[src/hw/rtl/sssd_pkg.sv]
// Shared types, constants and font table for the seven-segment scan driver.
// No dependencies.
package sssd_pkg;

    localparam int DIGITS    = 4;
    localparam int POS_W     = 2;
    localparam int CODE_W    = 7;
    localparam int NUM_W     = 16;
    localparam int BCD_W     = 14;
    localparam int FONT_SIZE = 96;

    localparam logic [NUM_W-1:0]  NUM_LIMIT  = 16'd9999;
    localparam logic [7:0]        DOT_BIT    = 8'h80;
    localparam logic [CODE_W-1:0] BLANK_CODE = 7'd10;
    localparam logic [POS_W-1:0]  DOT_DIGIT  = 2'd2;

    typedef enum logic [1:0] {
        OP_TICK   = 2'd0,
        OP_NUMBER = 2'd1,
        OP_CHAR   = 2'd2,
        OP_RUN    = 2'd3
    } t_op;

    typedef logic [CODE_W-1:0] t_code;

    // Control part of an item as it moves down the pipe.
    typedef struct packed {
        t_op              op;
        logic [POS_W-1:0] position;
        t_code            char_code;
        logic             run_flag;
    } t_item;

    // One memory row: the whole display state.
    typedef struct packed {
        logic              dot;
        logic [POS_W-1:0]  pos;
        t_code [DIGITS-1:0] codes;
    } t_row;

    localparam int ROW_W = $bits(t_row);

    // "STOP": digit 0 holds 29, digit 3 holds 26.
    localparam t_row ROW_RESET = '{
        dot:   1'b0,
        pos:   '0,
        codes: {7'd26, 7'd25, 7'd30, 7'd29}
    };

    localparam logic [7:0] FONT [FONT_SIZE] = '{
        8'h7E, 8'h30, 8'h6D, 8'h79, 8'h33, 8'h5B, 8'h5F, 8'h70, 8'h7F, 8'h7B,
        8'h00,
        8'h77, 8'h1F, 8'h4E, 8'h3D, 8'h4F, 8'h47, 8'h3D, 8'h76, 8'h30, 8'h1E,
        8'h75, 8'h38, 8'h15, 8'h37, 8'h7E, 8'h67, 8'h6B, 8'h33, 8'h5B, 8'h46,
        8'h3E, 8'h3E, 8'h2A, 8'h76, 8'h6E, 8'h5B,
        8'h09, 8'h0D, 8'h61, 8'h48, 8'h43, 8'hD3, 8'h5F,
        8'h39, 8'h64, 8'h0F, 8'h23, 8'h08, 8'h02,
        8'h5F, 8'h7C, 8'h58, 8'h5E, 8'h7B, 8'h71, 8'h6F, 8'h74, 8'h10, 8'h0C,
        8'h75, 8'h30, 8'h14, 8'h54, 8'h5C, 8'h73, 8'h67, 8'h50, 8'h6D, 8'h78,
        8'h1C, 8'h1C, 8'h14, 8'h76, 8'h6E, 8'h5B,
        8'h46, 8'h30, 8'h70, 8'h01, 8'h00,
        8'h86, 8'h22, 8'h7E, 8'h6D, 8'hD2, 8'h46, 8'h20, 8'h29, 8'h0B, 8'h21,
        8'h70, 8'h10, 8'h40, 8'h80, 8'h52
    };

    // Codes past the font show blank.
    function automatic logic [7:0] glyph_of(input t_code code);
        logic [7:0] pat;
        pat = 8'h00;
        if (code < CODE_W'(FONT_SIZE)) begin
            pat = FONT[code];
        end
        return pat;
    endfunction

endpackage

[src/hw/rtl/seven_segment_scan_driver.sv]
// Top level of the four-digit multiplexed seven-segment scan driver.
// Depends on sssd_pkg and sssd_ram.
//
// Usage:
//  - Slave channel (i_s_*) takes one beat per cycle while ready. tuser is the
//    opcode: scan tick, number write, character write or run-flag write.
//  - Master channel (o_m_*) returns exactly one beat per command: the held
//    digit enable and segment pattern after that command. Only a scan tick
//    changes them; other commands repeat the last values.
//  - Pipeline: an accepted beat is registered, split into decimal digits
//    by the divide stages, then updates the state into the output register.
//  - Throughput: one command per cycle unless stalled, limited by the single
//    read-modify-write of the display row each cycle; a row write in one
//    cycle is forwarded to the next; back-to-back commands need no bubbles.
//  - Reset: pipe and output empty, display row reads "STOP", scan at digit
//    0, run flag clear, no digit lit and all segments dark.
//  - Stall: when i_m_tready is low the result holds; upstream stages keep
//    filling their empty slots and o_s_tready drops only when every stage
//    is occupied.
module seven_segment_scan_driver
    import sssd_pkg::*;
(
    input  logic        i_clk,
    input  logic        i_rst_n,
    input  logic        i_s_tvalid,
    output logic        o_s_tready,
    // [15:0] number_value, [17:16] position, [24:18] char_code, [25] run_flag
    input  logic [31:0] i_s_tdata,
    // [1:0] opcode
    input  logic [1:0]  i_s_tuser,
    output logic        o_m_tvalid,
    input  logic        i_m_tready,
    // [3:0] digit_enable, [11:4] segments
    output logic [15:0] o_m_tdata
);

    // Handshake chain
    logic r_v1, r_v2, r_v3, r_v4, r_ov;
    logic out_rdy, rdy4, rdy3, rdy2, rdy1;
    logic s_acc, we;

    assign out_rdy    = !r_ov || i_m_tready;
    assign rdy4       = !r_v4 || out_rdy;
    assign rdy3       = !r_v3 || rdy4;
    assign rdy2       = !r_v2 || rdy3;
    assign rdy1       = !r_v1 || rdy2;
    assign o_s_tready = rdy1;
    assign s_acc      = i_s_tvalid && rdy1;
    assign we         = r_v4 && out_rdy;

    // Stage payloads
    t_item            r1_item, r2_item, r3_item, r4_item;
    logic [BCD_W-1:0] r1_n, r2_n;
    logic [6:0]       r2_q100;
    logic [3:0]       r3_h;
    logic [6:0]       r3_r100;
    t_code            r4_hcode, r4_tcode, r4_ucode;

    // Stage 1 input: unpack, with numbers above 9999 read as zero
    t_item            in_item;
    logic [NUM_W-1:0] in_num;
    logic [BCD_W-1:0] in_n;

    always_comb begin
        in_num             = i_s_tdata[15:0];
        in_item.op         = t_op'(i_s_tuser);
        in_item.position   = i_s_tdata[17:16];
        in_item.char_code  = i_s_tdata[24:18];
        in_item.run_flag   = i_s_tdata[25];
        in_n               = (in_num > NUM_LIMIT) ? '0 : in_num[BCD_W-1:0];
    end

    // Stage 1 -> 2: n / 100 by reciprocal, exact below 10000
    logic [26:0] q100_prod;
    assign q100_prod = 27'(r1_n) * 27'd5243;

    // Stage 2 -> 3: n % 100 and hundreds = (n / 100) % 10
    logic [15:0] q10_prod;
    logic [3:0]  q10;
    logic [BCD_W-1:0] r100_full;
    logic [6:0]  h_full;

    always_comb begin
        q10_prod  = 16'(r2_q100) * 16'd205;
        q10       = q10_prod[14:11];
        r100_full = r2_n - (BCD_W'(r2_q100) * BCD_W'(100));
        h_full    = r2_q100 - (7'(q10) * 7'd10);
    end

    // Stage 3 -> 4: tens and units of n % 100
    logic [15:0] t_prod;
    logic [3:0]  tens;
    logic [6:0]  units;

    always_comb begin
        t_prod = 16'(r3_r100) * 16'd205;
        tens   = t_prod[14:11];
        units  = r3_r100 - (7'(tens) * 7'd10);
    end

    always_ff @(posedge i_clk) begin
        if (!i_rst_n) begin
            r_v1 <= 1'b0;
            r_v2 <= 1'b0;
            r_v3 <= 1'b0;
            r_v4 <= 1'b0;
            r_ov <= 1'b0;
        end else begin
            if (rdy1) begin
                r_v1 <= i_s_tvalid;
            end
            if (rdy2) begin
                r_v2 <= r_v1;
            end
            if (rdy3) begin
                r_v3 <= r_v2;
            end
            if (rdy4) begin
                r_v4 <= r_v3;
            end
            if (out_rdy) begin
                r_ov <= r_v4;
            end
        end
    end

    always_ff @(posedge i_clk) begin
        if (s_acc) begin
            r1_item <= in_item;
            r1_n    <= in_n;
        end
        if (rdy2 && r_v1) begin
            r2_item <= r1_item;
            r2_n    <= r1_n;
            r2_q100 <= q100_prod[25:19];
        end
        if (rdy3 && r_v2) begin
            r3_item <= r2_item;
            r3_h    <= h_full[3:0];
            r3_r100 <= r100_full[6:0];
        end
        if (rdy4 && r_v3) begin
            r4_item  <= r3_item;
            r4_hcode <= (r3_h == 4'd0) ? BLANK_CODE : t_code'(r3_h);
            r4_tcode <= t_code'(tens);
            r4_ucode <= t_code'(units);
        end
    end

    // Display row memory with forwarding of last cycle's write
    logic [ROW_W-1:0] ram_rdata;
    logic             r_row_vld;
    logic             r_wr_d;
    t_row             r_fwd;
    t_row             row_cur, row_nx;

    sssd_ram #(
        .WIDTH (ROW_W),
        .DEPTH (1)
    ) u_row_ram (
        .i_clk   (i_clk),
        .i_we    (we),
        .i_waddr ('0),
        .i_wdata (row_nx),
        .i_raddr ('0),
        .o_rdata (ram_rdata)
    );

    // Row reads as reset value until first written
    always_comb begin
        priority if (!r_row_vld) begin
            row_cur = ROW_RESET;
        end else if (r_wr_d) begin
            row_cur = r_fwd;
        end else begin
            row_cur = t_row'(ram_rdata);
        end
    end

    // Held display outputs
    logic [DIGITS-1:0] r_en, n_en;
    logic [7:0]        r_seg, n_seg;
    logic [7:0]        pat;

    always_comb begin
        row_nx = row_cur;
        n_en   = r_en;
        n_seg  = r_seg;
        pat    = glyph_of(row_cur.codes[row_cur.pos]);
        unique case (r4_item.op)
            OP_TICK: begin
                if (row_cur.pos == DOT_DIGIT && row_cur.dot) begin
                    pat = pat | DOT_BIT;
                end
                n_en       = DIGITS'(1) << row_cur.pos;
                n_seg      = pat;
                row_nx.pos = row_cur.pos + POS_W'(1);
            end
            OP_NUMBER: begin
                row_nx.codes[1] = r4_hcode;
                row_nx.codes[2] = r4_tcode;
                row_nx.codes[3] = r4_ucode;
            end
            OP_CHAR: begin
                row_nx.codes[r4_item.position] = r4_item.char_code;
            end
            OP_RUN: begin
                row_nx.dot = r4_item.run_flag;
            end
            default: begin
                row_nx = row_cur;
            end
        endcase
    end

    always_ff @(posedge i_clk) begin
        if (!i_rst_n) begin
            r_row_vld <= 1'b0;
            r_wr_d    <= 1'b0;
            r_en      <= '0;
            r_seg     <= '0;
        end else begin
            r_wr_d <= we;
            if (we) begin
                r_row_vld <= 1'b1;
                r_en      <= n_en;
                r_seg     <= n_seg;
            end
        end
    end

    always_ff @(posedge i_clk) begin
        if (we) begin
            r_fwd <= row_nx;
        end
    end

    assign o_m_tvalid = r_ov;
    assign o_m_tdata  = {4'b0000, r_seg, r_en};

endmodule

[src/hw/rtl/sssd_ram.sv]
// Generic single-port-write, single-port-read RAM with registered read data.
// No dependencies.
module sssd_ram #(
    parameter int WIDTH = 8,
    parameter int DEPTH = 4
) (
    input  logic                    i_clk,
    input  logic                    i_we,
    input  logic [(DEPTH > 1 ? $clog2(DEPTH) : 1)-1:0] i_waddr,
    input  logic [WIDTH-1:0]        i_wdata,
    input  logic [(DEPTH > 1 ? $clog2(DEPTH) : 1)-1:0] i_raddr,
    output logic [WIDTH-1:0]        o_rdata
);

    logic [WIDTH-1:0] r_mem [DEPTH];
    logic [WIDTH-1:0] r_rdata;

    // Read returns the contents before a same-cycle write.
    always_ff @(posedge i_clk) begin
        if (i_we) begin
            r_mem[i_waddr] <= i_wdata;
        end
        r_rdata <= r_mem[i_raddr];
    end

    assign o_rdata = r_rdata;

endmodule

[config.mk]
export PLATFORM = sky130hd
export DESIGN_NAME = seven_segment_scan_driver
export DESIGN_NICKNAME = d
export VERILOG_FILES = /design/src/hw/rtl/sssd_pkg.sv /design/src/hw/rtl/seven_segment_scan_driver.sv /design/src/hw/rtl/sssd_ram.sv
export SDC_FILE = /design/constraint.sdc
export NUM_CORES = 1
export LEC_CHECK = 0
export BUFFER_PORTS_ARGS = -buffer_cell sky130_fd_sc_hd__buf_2
export CORE_MARGIN = 2
export CORE_UTILIZATION = 28
export CTS_CLUSTER_SIZE = 30
export DETAILED_ROUTE_END_ITERATION = 10
export PLACE_DENSITY = 0.43
export SLEW_MARGIN = 20
export SYNTH_ARGS = -nofsm -noshare
export SYNTH_HDL_FRONTEND = slang
export SYNTH_SLANG_ARGS = --single-unit
[constraint.sdc]
create_clock -name i_clk -period 10.9 [get_ports i_clk]
set_input_delay 1.09 -clock i_clk [delete_from_list [all_inputs] [get_ports i_clk]]
set_output_delay 1.09 -clock i_clk [all_outputs]
set_load 0.005 [all_outputs]
==> out/metrics.yaml, run 1 <==
floorplanning:
  rows: 80
  die_w_um: 223.9
  start_util: 0.2836
  core_mm2: 0.04775
  dieArea_mm2: 0.05014
  boundaryPins: 56
  dieHeight_um: 223.9
worst_setup_path:
  start_kind: "flip-flop"
  cp_data_arrival_time_ns: 5.78
  timing.rr.start: "r3_r100[5]$_DFFE_PP_"
  crit_type: "reg2reg"
  rr_worst_depth: 23
  cp_max_fo: 5
  crit_required_ns: 11.14
  r2r_slack_ns: 5.36
  crit_start: "r3_r100[5]$_DFFE_PP_"
  crit_path_end_kind: "flip-flop"
  r2r-end: "r4_ucode[6]$_DFFE_PP_"
yosys:
  synth_top_area_cell: "edfxtp_1"
  synth_edf_count: 133
  netlist_instances: 1245
  ys.flop_type: "edfxtp_1"
  yosysWarnings: 0
  ys_ff_latch: 183
  avgSynthCellArea_um2: 10.88
  seq_area_frac_synth: 0.3688
  netlist.area_leader.share: 0.2949
  synth_area_leaders: "edfxtp_1 (29%), ha_1 (17%), fa_1 (12%)"
  synth_cell_type_count: 74
  synth_async_sr_flop_share: 0
  netlist_area_mm2: 0.01354
routing:
  vias: 8995
  vias_per_cell: 4.727
  dr.pass1.iters: 5
  drc_errors: 0
  dr.first_iter.drc_count: 553
  drt-total-wl_mm: 31.37
  wl_per_cell_um: 16.49
  ant_nets: 0
finish:
  insertedDiodeCount: 0
  layout_commonest_cell: "inv_1"
  fin_cells: 1903
  mostFrequentLayoutCells: "inv_1 (195), ha_1 (188), edfxtp_1 (133)"
  final_util: 0.3151
  nets: 1582
  syn_to_final_growth_pct: 11.10
  drive_gt1_frac: 0.09627
outcome:
  status: "completed"
clock_network:
  cts_tree: "yes"
  numCtsBuffers: 17
  cts_resized: 0
  post_cts_buffers: 0
  root_buffer: "clkbuf_16"
  clk_latency_ns: 0.49
  cts_max_level: 4
  hold_buffers: 0
  clk_pin_slew_ns: 0.09
  clockBufferDepth: 2
  clock_sinks: 183
global_routing:
  grt_pass1_wl_mm: 51.16
  antenna_found_initial: 0
  grt_max_degree: 48
  grt_overflow_total: 0
  track_usage: 0.1328
  first_global_vias: 9496
sta:
  slew_violations: 0
  hold_violations: 0
  period_share: 0.5083
  fin_skew_ns: 0.01577
  rsz0062_at_grt: "false"
  tns_ns: 0
  hold-worst-slack_ns: 0.3720
  timing.final.crit_period_ns: 5.541
  fmax_ghz: 0.1805
  max_slew.worst_pin.slew_ns: 0.9549
  setup-violations-final: 0
  slew_headroom: 0.3619
min_path:
  min_from: "r_fwd[26]$_DFFE_PP_"
  hold_path_class: "reg2reg"
  holdPathEnd: "u_row_ram.o_rdata[26]$_DFF_P_"
  whs_path_depth: 0
power_and_ir_drop:
  total_power_mw: 3.529
  powerDensity_mw_per_mm2: 234.6
  ir_drop_v: 0.0001821
  leakage_nw: 6.434
place:
  port-buffer-count: 45
  dpl.cell_count: 1870
  dpl.hpwl_mm: 24.00
  routabilityCongestion: 0.8612
job:
  drv_cap: 0
[cell usage after synthesis (12+ instances only)]
cell type	number
inv_1	195
mux2i_1	38
ha_1	188
nand2_1	84
fa_1	81
mux2_2	16
a21oi_1	56
o21ai_0	39
buf_2	14
dfxtp_1	50
and2_1	22
nor2_1	51
a31oi_1	13
a211oi_1	12
xnor2_1	30
edfxtp_1	133
clkbuf_1	22
nand3_1	24
[routing by layer]
| metal | GRT usage | wire length (µm) |
|---|---|---|
| met5 | 0 | 0 |
| met2 | 0.2342 | 16100 |
| met4 | 0.03548 | 452 |
| met3 | 0.03030 | 1006 |
| met1 | 0.1624 | 13820 |
[stage by stage]
step	setup slack [ns]	cell area, µm²
floorplan	5.829	13550
global placement	5.330	14400
detailed placement	5.334	14400
CTS	5.312	15010
global route	4.969	15050
finish	5.359	15050
[where the power goes]
group,internal [mW],total (mW),switching (mW)
clock,0.329,0.644,0.315
combinational,0.895,1.95,1.05
sequential,0.886,0.940,0.0541
[flip-flops by register name, indices dropped and copies added, names as in the netlist, 4 cells and up]
register           count
r2_n                   7
r4_item               12
u_row_ram.r_mem        6
r_en                   4
r4_tcode               4
r_fwd                 25
r1_item               12
r_seg                  8
u_row_ram.o_rdata     31
r3_h                   4
r3_r100                7
r3_item               12
r2_q100                7
r1_n                  14
r4_hcode               4
r2_item               12
r4_ucode               7
[logic make-up after synthesis]
family	share of synthesized area
AOI/OAI and AO/OA	0.1132
xor gates and xnor gates	0.02587
adders and majority gates	0.2934
buffers and inverters	0.07308
DFF	0.3688
muxes	0.04804
other	0.0002769
and+or+nand+nor	0.07733
[worst max-delay path: stages (launching register included)]
cell and delay (ns):
edfxtp_1 0.50, ha_1 0.36, inv_1 0.06, fa_1 0.49, inv_1 0.04, ha_1 0.26, inv_1 0.05, fa_1 0.49
inv_1 0.04, ha_1 0.28, o211ai_1 0.24, a31oi_1 0.12, a21oi_1 0.26, o21bai_1 0.13, a21oi_1 0.18, xnor2_1 0.26
xor2_1 0.19, ha_1 0.17, inv_1 0.05, fa_1 0.45, ha_1 0.32, o21ai_0 0.09, o21bai_1 0.16, xnor2_1 0.09
[final cells by class]
class | count | area (µm²)
Tap cell | 615 | 769.5
Fill cell | 4870 | 32700
Inverter | 197 | 739.5
Timing Repair Buffer | 56 | 327.8
Clock inverter | 15 | 188.9
Clock buffer | 17 | 425.4
Sequential cell | 183 | 4996
Multi-Input combinational cell | 820 | 7599
[worst max-delay path by stage]
| stage | to | slack [ns] |
|---|---|---|
| after CTS | r4_ucode[6]$_DFFE_PP_ | 5.31 |
| after global routing | r4_ucode[6]$_DFFE_PP_ | 4.97 |
| final | r4_ucode[6]$_DFFE_PP_ | 5.36 |
| after global placement | r4_ucode[6]$_DFFE_PP_ | 5.33 |
| after floorplan | r4_ucode[6]$_DFFE_PP_ | 5.83 |
| after detailed placement | r4_ucode[6]$_DFFE_PP_ | 5.33 |
No activity file was read; power rests on OpenSTA's default activity.
==> run 2: changes to the inputs <==
--- a/config.mk
+++ b/config.mk
@@ -10,7 +10,7 @@
 export CORE_UTILIZATION = 28
 export CTS_CLUSTER_SIZE = 30
 export DETAILED_ROUTE_END_ITERATION = 10
-export PLACE_DENSITY = 0.43
+export PLACE_DENSITY = 0.45
 export SLEW_MARGIN = 20
 export SYNTH_ARGS = -nofsm -noshare
 export SYNTH_HDL_FRONTEND = slang
==> constraint.sdc (replaced) <==
create_clock -name i_clk -period 4.7 [get_ports i_clk]
set_input_delay 0.47 -clock i_clk [delete_from_list [all_inputs] [get_ports i_clk]]
set_output_delay 0.47 -clock i_clk [all_outputs]
set_load 0.005 [all_outputs]
==> out/metrics.yaml, run 2 (synthesis results as in run 1) <==
global_routing:
  grt_pass1_wl_mm: 52.04  # +1.7%
  grt_max_degree: 47  # -2.1%
  track_usage: 0.1330  # +0.0002527
  grt_overflow_total: 0  # unchanged
  first_global_vias: 9689  # +2.0%
  antenna_found_initial: 0  # unchanged
worst_setup_path:
  crit_cells: 21  # -8.7%
  max_stage_delay_ns: 0.50  # about the same
  crit_family: "adder cells"
  r2r_slack_ns: -0.38  # -5.74 ns
  r2r-end: "r4_ucode[6]$_DFFE_PP_"
  crit_type: "reg2reg"
  critPathCapture: "r4_ucode[6]$_DFFE_PP_"
  critical-path-slowest-cell: "fa_1"
  path_cells: "ha_1, ha_1, fa_1, inv_1, fa_1, inv_1, ha_1, nor3_2, o221ai_2, a21oi_2, o21bai_2, a21oi_2, xnor2_2, xor2_1, ha_2, inv_2, fa_1, ha_1, o21ai_1, o21bai_1, xnor2_1"
  crit_start: "r3_r100[4]$_DFFE_PP_"
  crit_path_end_kind: "flip-flop"
  start_kind: "flip-flop"
  crit_required_ns: 4.90  # -6.24 ns
  cp_data_arrival_time_ns: 5.28  # -0.50 ns
  timing.rr.start: "r3_r100[4]$_DFFE_PP_"
  cpMostUsedCell: "ha_1"
  rr_worst_depth: 21  # -8.7%
  worst-path-buf-inv: 3  # -2
  cp_max_fo: 3  # -2
routing:
  drc_errors: 0  # unchanged
  dr.pass1.iters: 7  # +2
  wl_per_cell_um: 16.09  # -2.4%
  drt-total-wl_mm: 32.37  # +3.2%
  vias_per_cell: 4.658  # -1.5%
  ant_nets: 0  # unchanged
  dr.first_iter.drc_count: 606  # +9.6%
  vias: 9371  # +4.2%
power_and_ir_drop:
  ir_drop_v: 0.0003504  # +92%
  powerDensity_mw_per_mm2: 600.5  # +160%
  total_power_mw: 9.788  # +180%
  leakage_nw: 7.000  # +8.8%
finish:
  insertedDiodeCount: 0  # unchanged
  layout_commonest_cell: "inv_1"
  final_util: 0.3414  # +0.02628
  drive_gt1_frac: 0.2169  # +0.1206
  nets: 1691  # +6.9%
  mostFrequentLayoutCells: "inv_1 (177), ha_1 (163), edfxtp_1 (133)"
  syn_to_final_growth_pct: 20.36
  largest_reg_flops: 31  # unchanged
clock_network:
  clk_latency_ns: 0.45  # -0.04 ns
  clk_pin_slew_ns: 0.07  # -0.02 ns
  cts_tree: "yes"
  cts_max_level: 4  # unchanged
  hold_buffers: 0  # unchanged
  clockBufferDepth: 2  # unchanged
  clock_sinks: 183  # unchanged
  numCtsBuffers: 17  # unchanged
  root_buffer: "clkbuf_16"
floorplanning:
  dieHeight_um: 223.9  # unchanged
  core_mm2: 0.04775  # unchanged
  start_util: 0.2836  # unchanged
  boundaryPins: 56  # unchanged
  dieArea_mm2: 0.05014  # unchanged
  rows: 80  # unchanged
  die_w_um: 223.9  # unchanged
job:
  drv_cap: 0  # unchanged
sta:
  timing.final.crit_period_ns: 5.083  # -0.4574 ns
  hold_violations: 0  # unchanged
  fin_skew_ns: 0.01404  # -0.001729 ns
  slew_violations: 0  # unchanged
  setup-violations-final: 6  # +6
  max_slew.worst_pin.slew_ns: 1.065  # +0.1102 ns
  period_share: 1.082  # +0.5732
  slew_headroom: 0.2899  # -0.07192
  fmax_ghz: 0.1967  # +9.0%
  setup_ws_ns: -0.3833  # -5.743 ns
  rsz0062_at_grt: "true"
outcome:
  status: "finished, violations left"
  violations: "negative setup slack"
place:
  dpl.hpwl_mm: 24.80  # +3.3%
  routabilityCongestion: 0.8574  # -0.44%
  port-buffer-count: 45  # unchanged
min_path:
  hold_path_class: "in2reg"
[run 2: changes by cell type in the layout (fill, tap and decap cells not counted), sizes merged]
cell and delta:
buf +109, clkinv -6, clkinvlp -1, clkbuf +6, bufinv -1, inv +2
[run 2: through the flow]
step	cells	setup WS (ns)	setup TNS, ns	hold WS (ns)	area (µm²)
after floorplan	1248	-0.2615	-0.3789	0.3424	13570
after global placement	1956	-0.4429	-2.547	0.3487	15070
after detailed placement	1956	-0.5022	-2.923	0.3514	15070
after CTS	1997	-0.4528	-0.9495	0.1660	15860
after global routing	2012	-0.6660	-2.210	0.1786	16300
final	2012	-0.3833	-0.9074	0.1971	16300
[run 2: per-layer routing]
layer  routed length [µm]  global-route usage  vias up
met5                    0                   0        -
met1                14690              0.1700     4544
met4                  582             0.04129        0
met3                  958             0.02282       37
li1                     -                   -     4618
met2                16130              0.2289      172
[run 2: repair_timing]
| action | 4_1_cts | 5_1_grt |
|---|---|---|
| buffers inserted | 9 | 15 |
| setup endpoints to repair | 9 | 12 |
| resized for setup | 26 | 70 |
| pin swaps | 22 | 69 |
[run 2: worst min path at each step]
stage | startpoint | to | slack, ns | depth (start not counted)
2_1_floorplan | r_fwd[12]$_DFFE_PP_ | u_row_ram.o_rdata[12]$_DFF_P_ | 0.34 | 0
3_3_place_gp | u_row_ram.r_mem[0][27]$_DFFE_PP_ | u_row_ram.o_rdata[27]$_DFF_P_ | 0.35 | 0
3_5_place_dp | r_fwd[26]$_DFFE_PP_ | u_row_ram.o_rdata[26]$_DFF_P_ | 0.35 | 0
4_1_cts | i_s_tdata[24] | r1_item[7]$_DFFE_PP_ | 0.17 | 1
5_1_grt | i_s_tuser[1] | r1_item[11]$_DFFE_PP_ | 0.18 | 1
6_report | i_s_tuser[1] | r1_item[11]$_DFFE_PP_ | 0.20 | 1
[run 2: area by class of cell]
type                    count  area, µm²
clock buffers              23      511.7
clock inverters             9      73.82
fillers                  4772      31450
inverters                 197      739.5
multi-input cells         820       8010
flip-flops and latches    183       4996
well taps                 615      769.5
repair buffers            165       1200
[run 2: report_power, final]
group / switching (mW) / internal [mW] / leakage [nW]
Combinational: 3.05 / 3.14 / 5.06
Clock: 0.666 / 0.786 / 0.293
Sequential: 0.0946 / 2.06 / 1.65
Total: 3.81 / 5.98 / 7.00
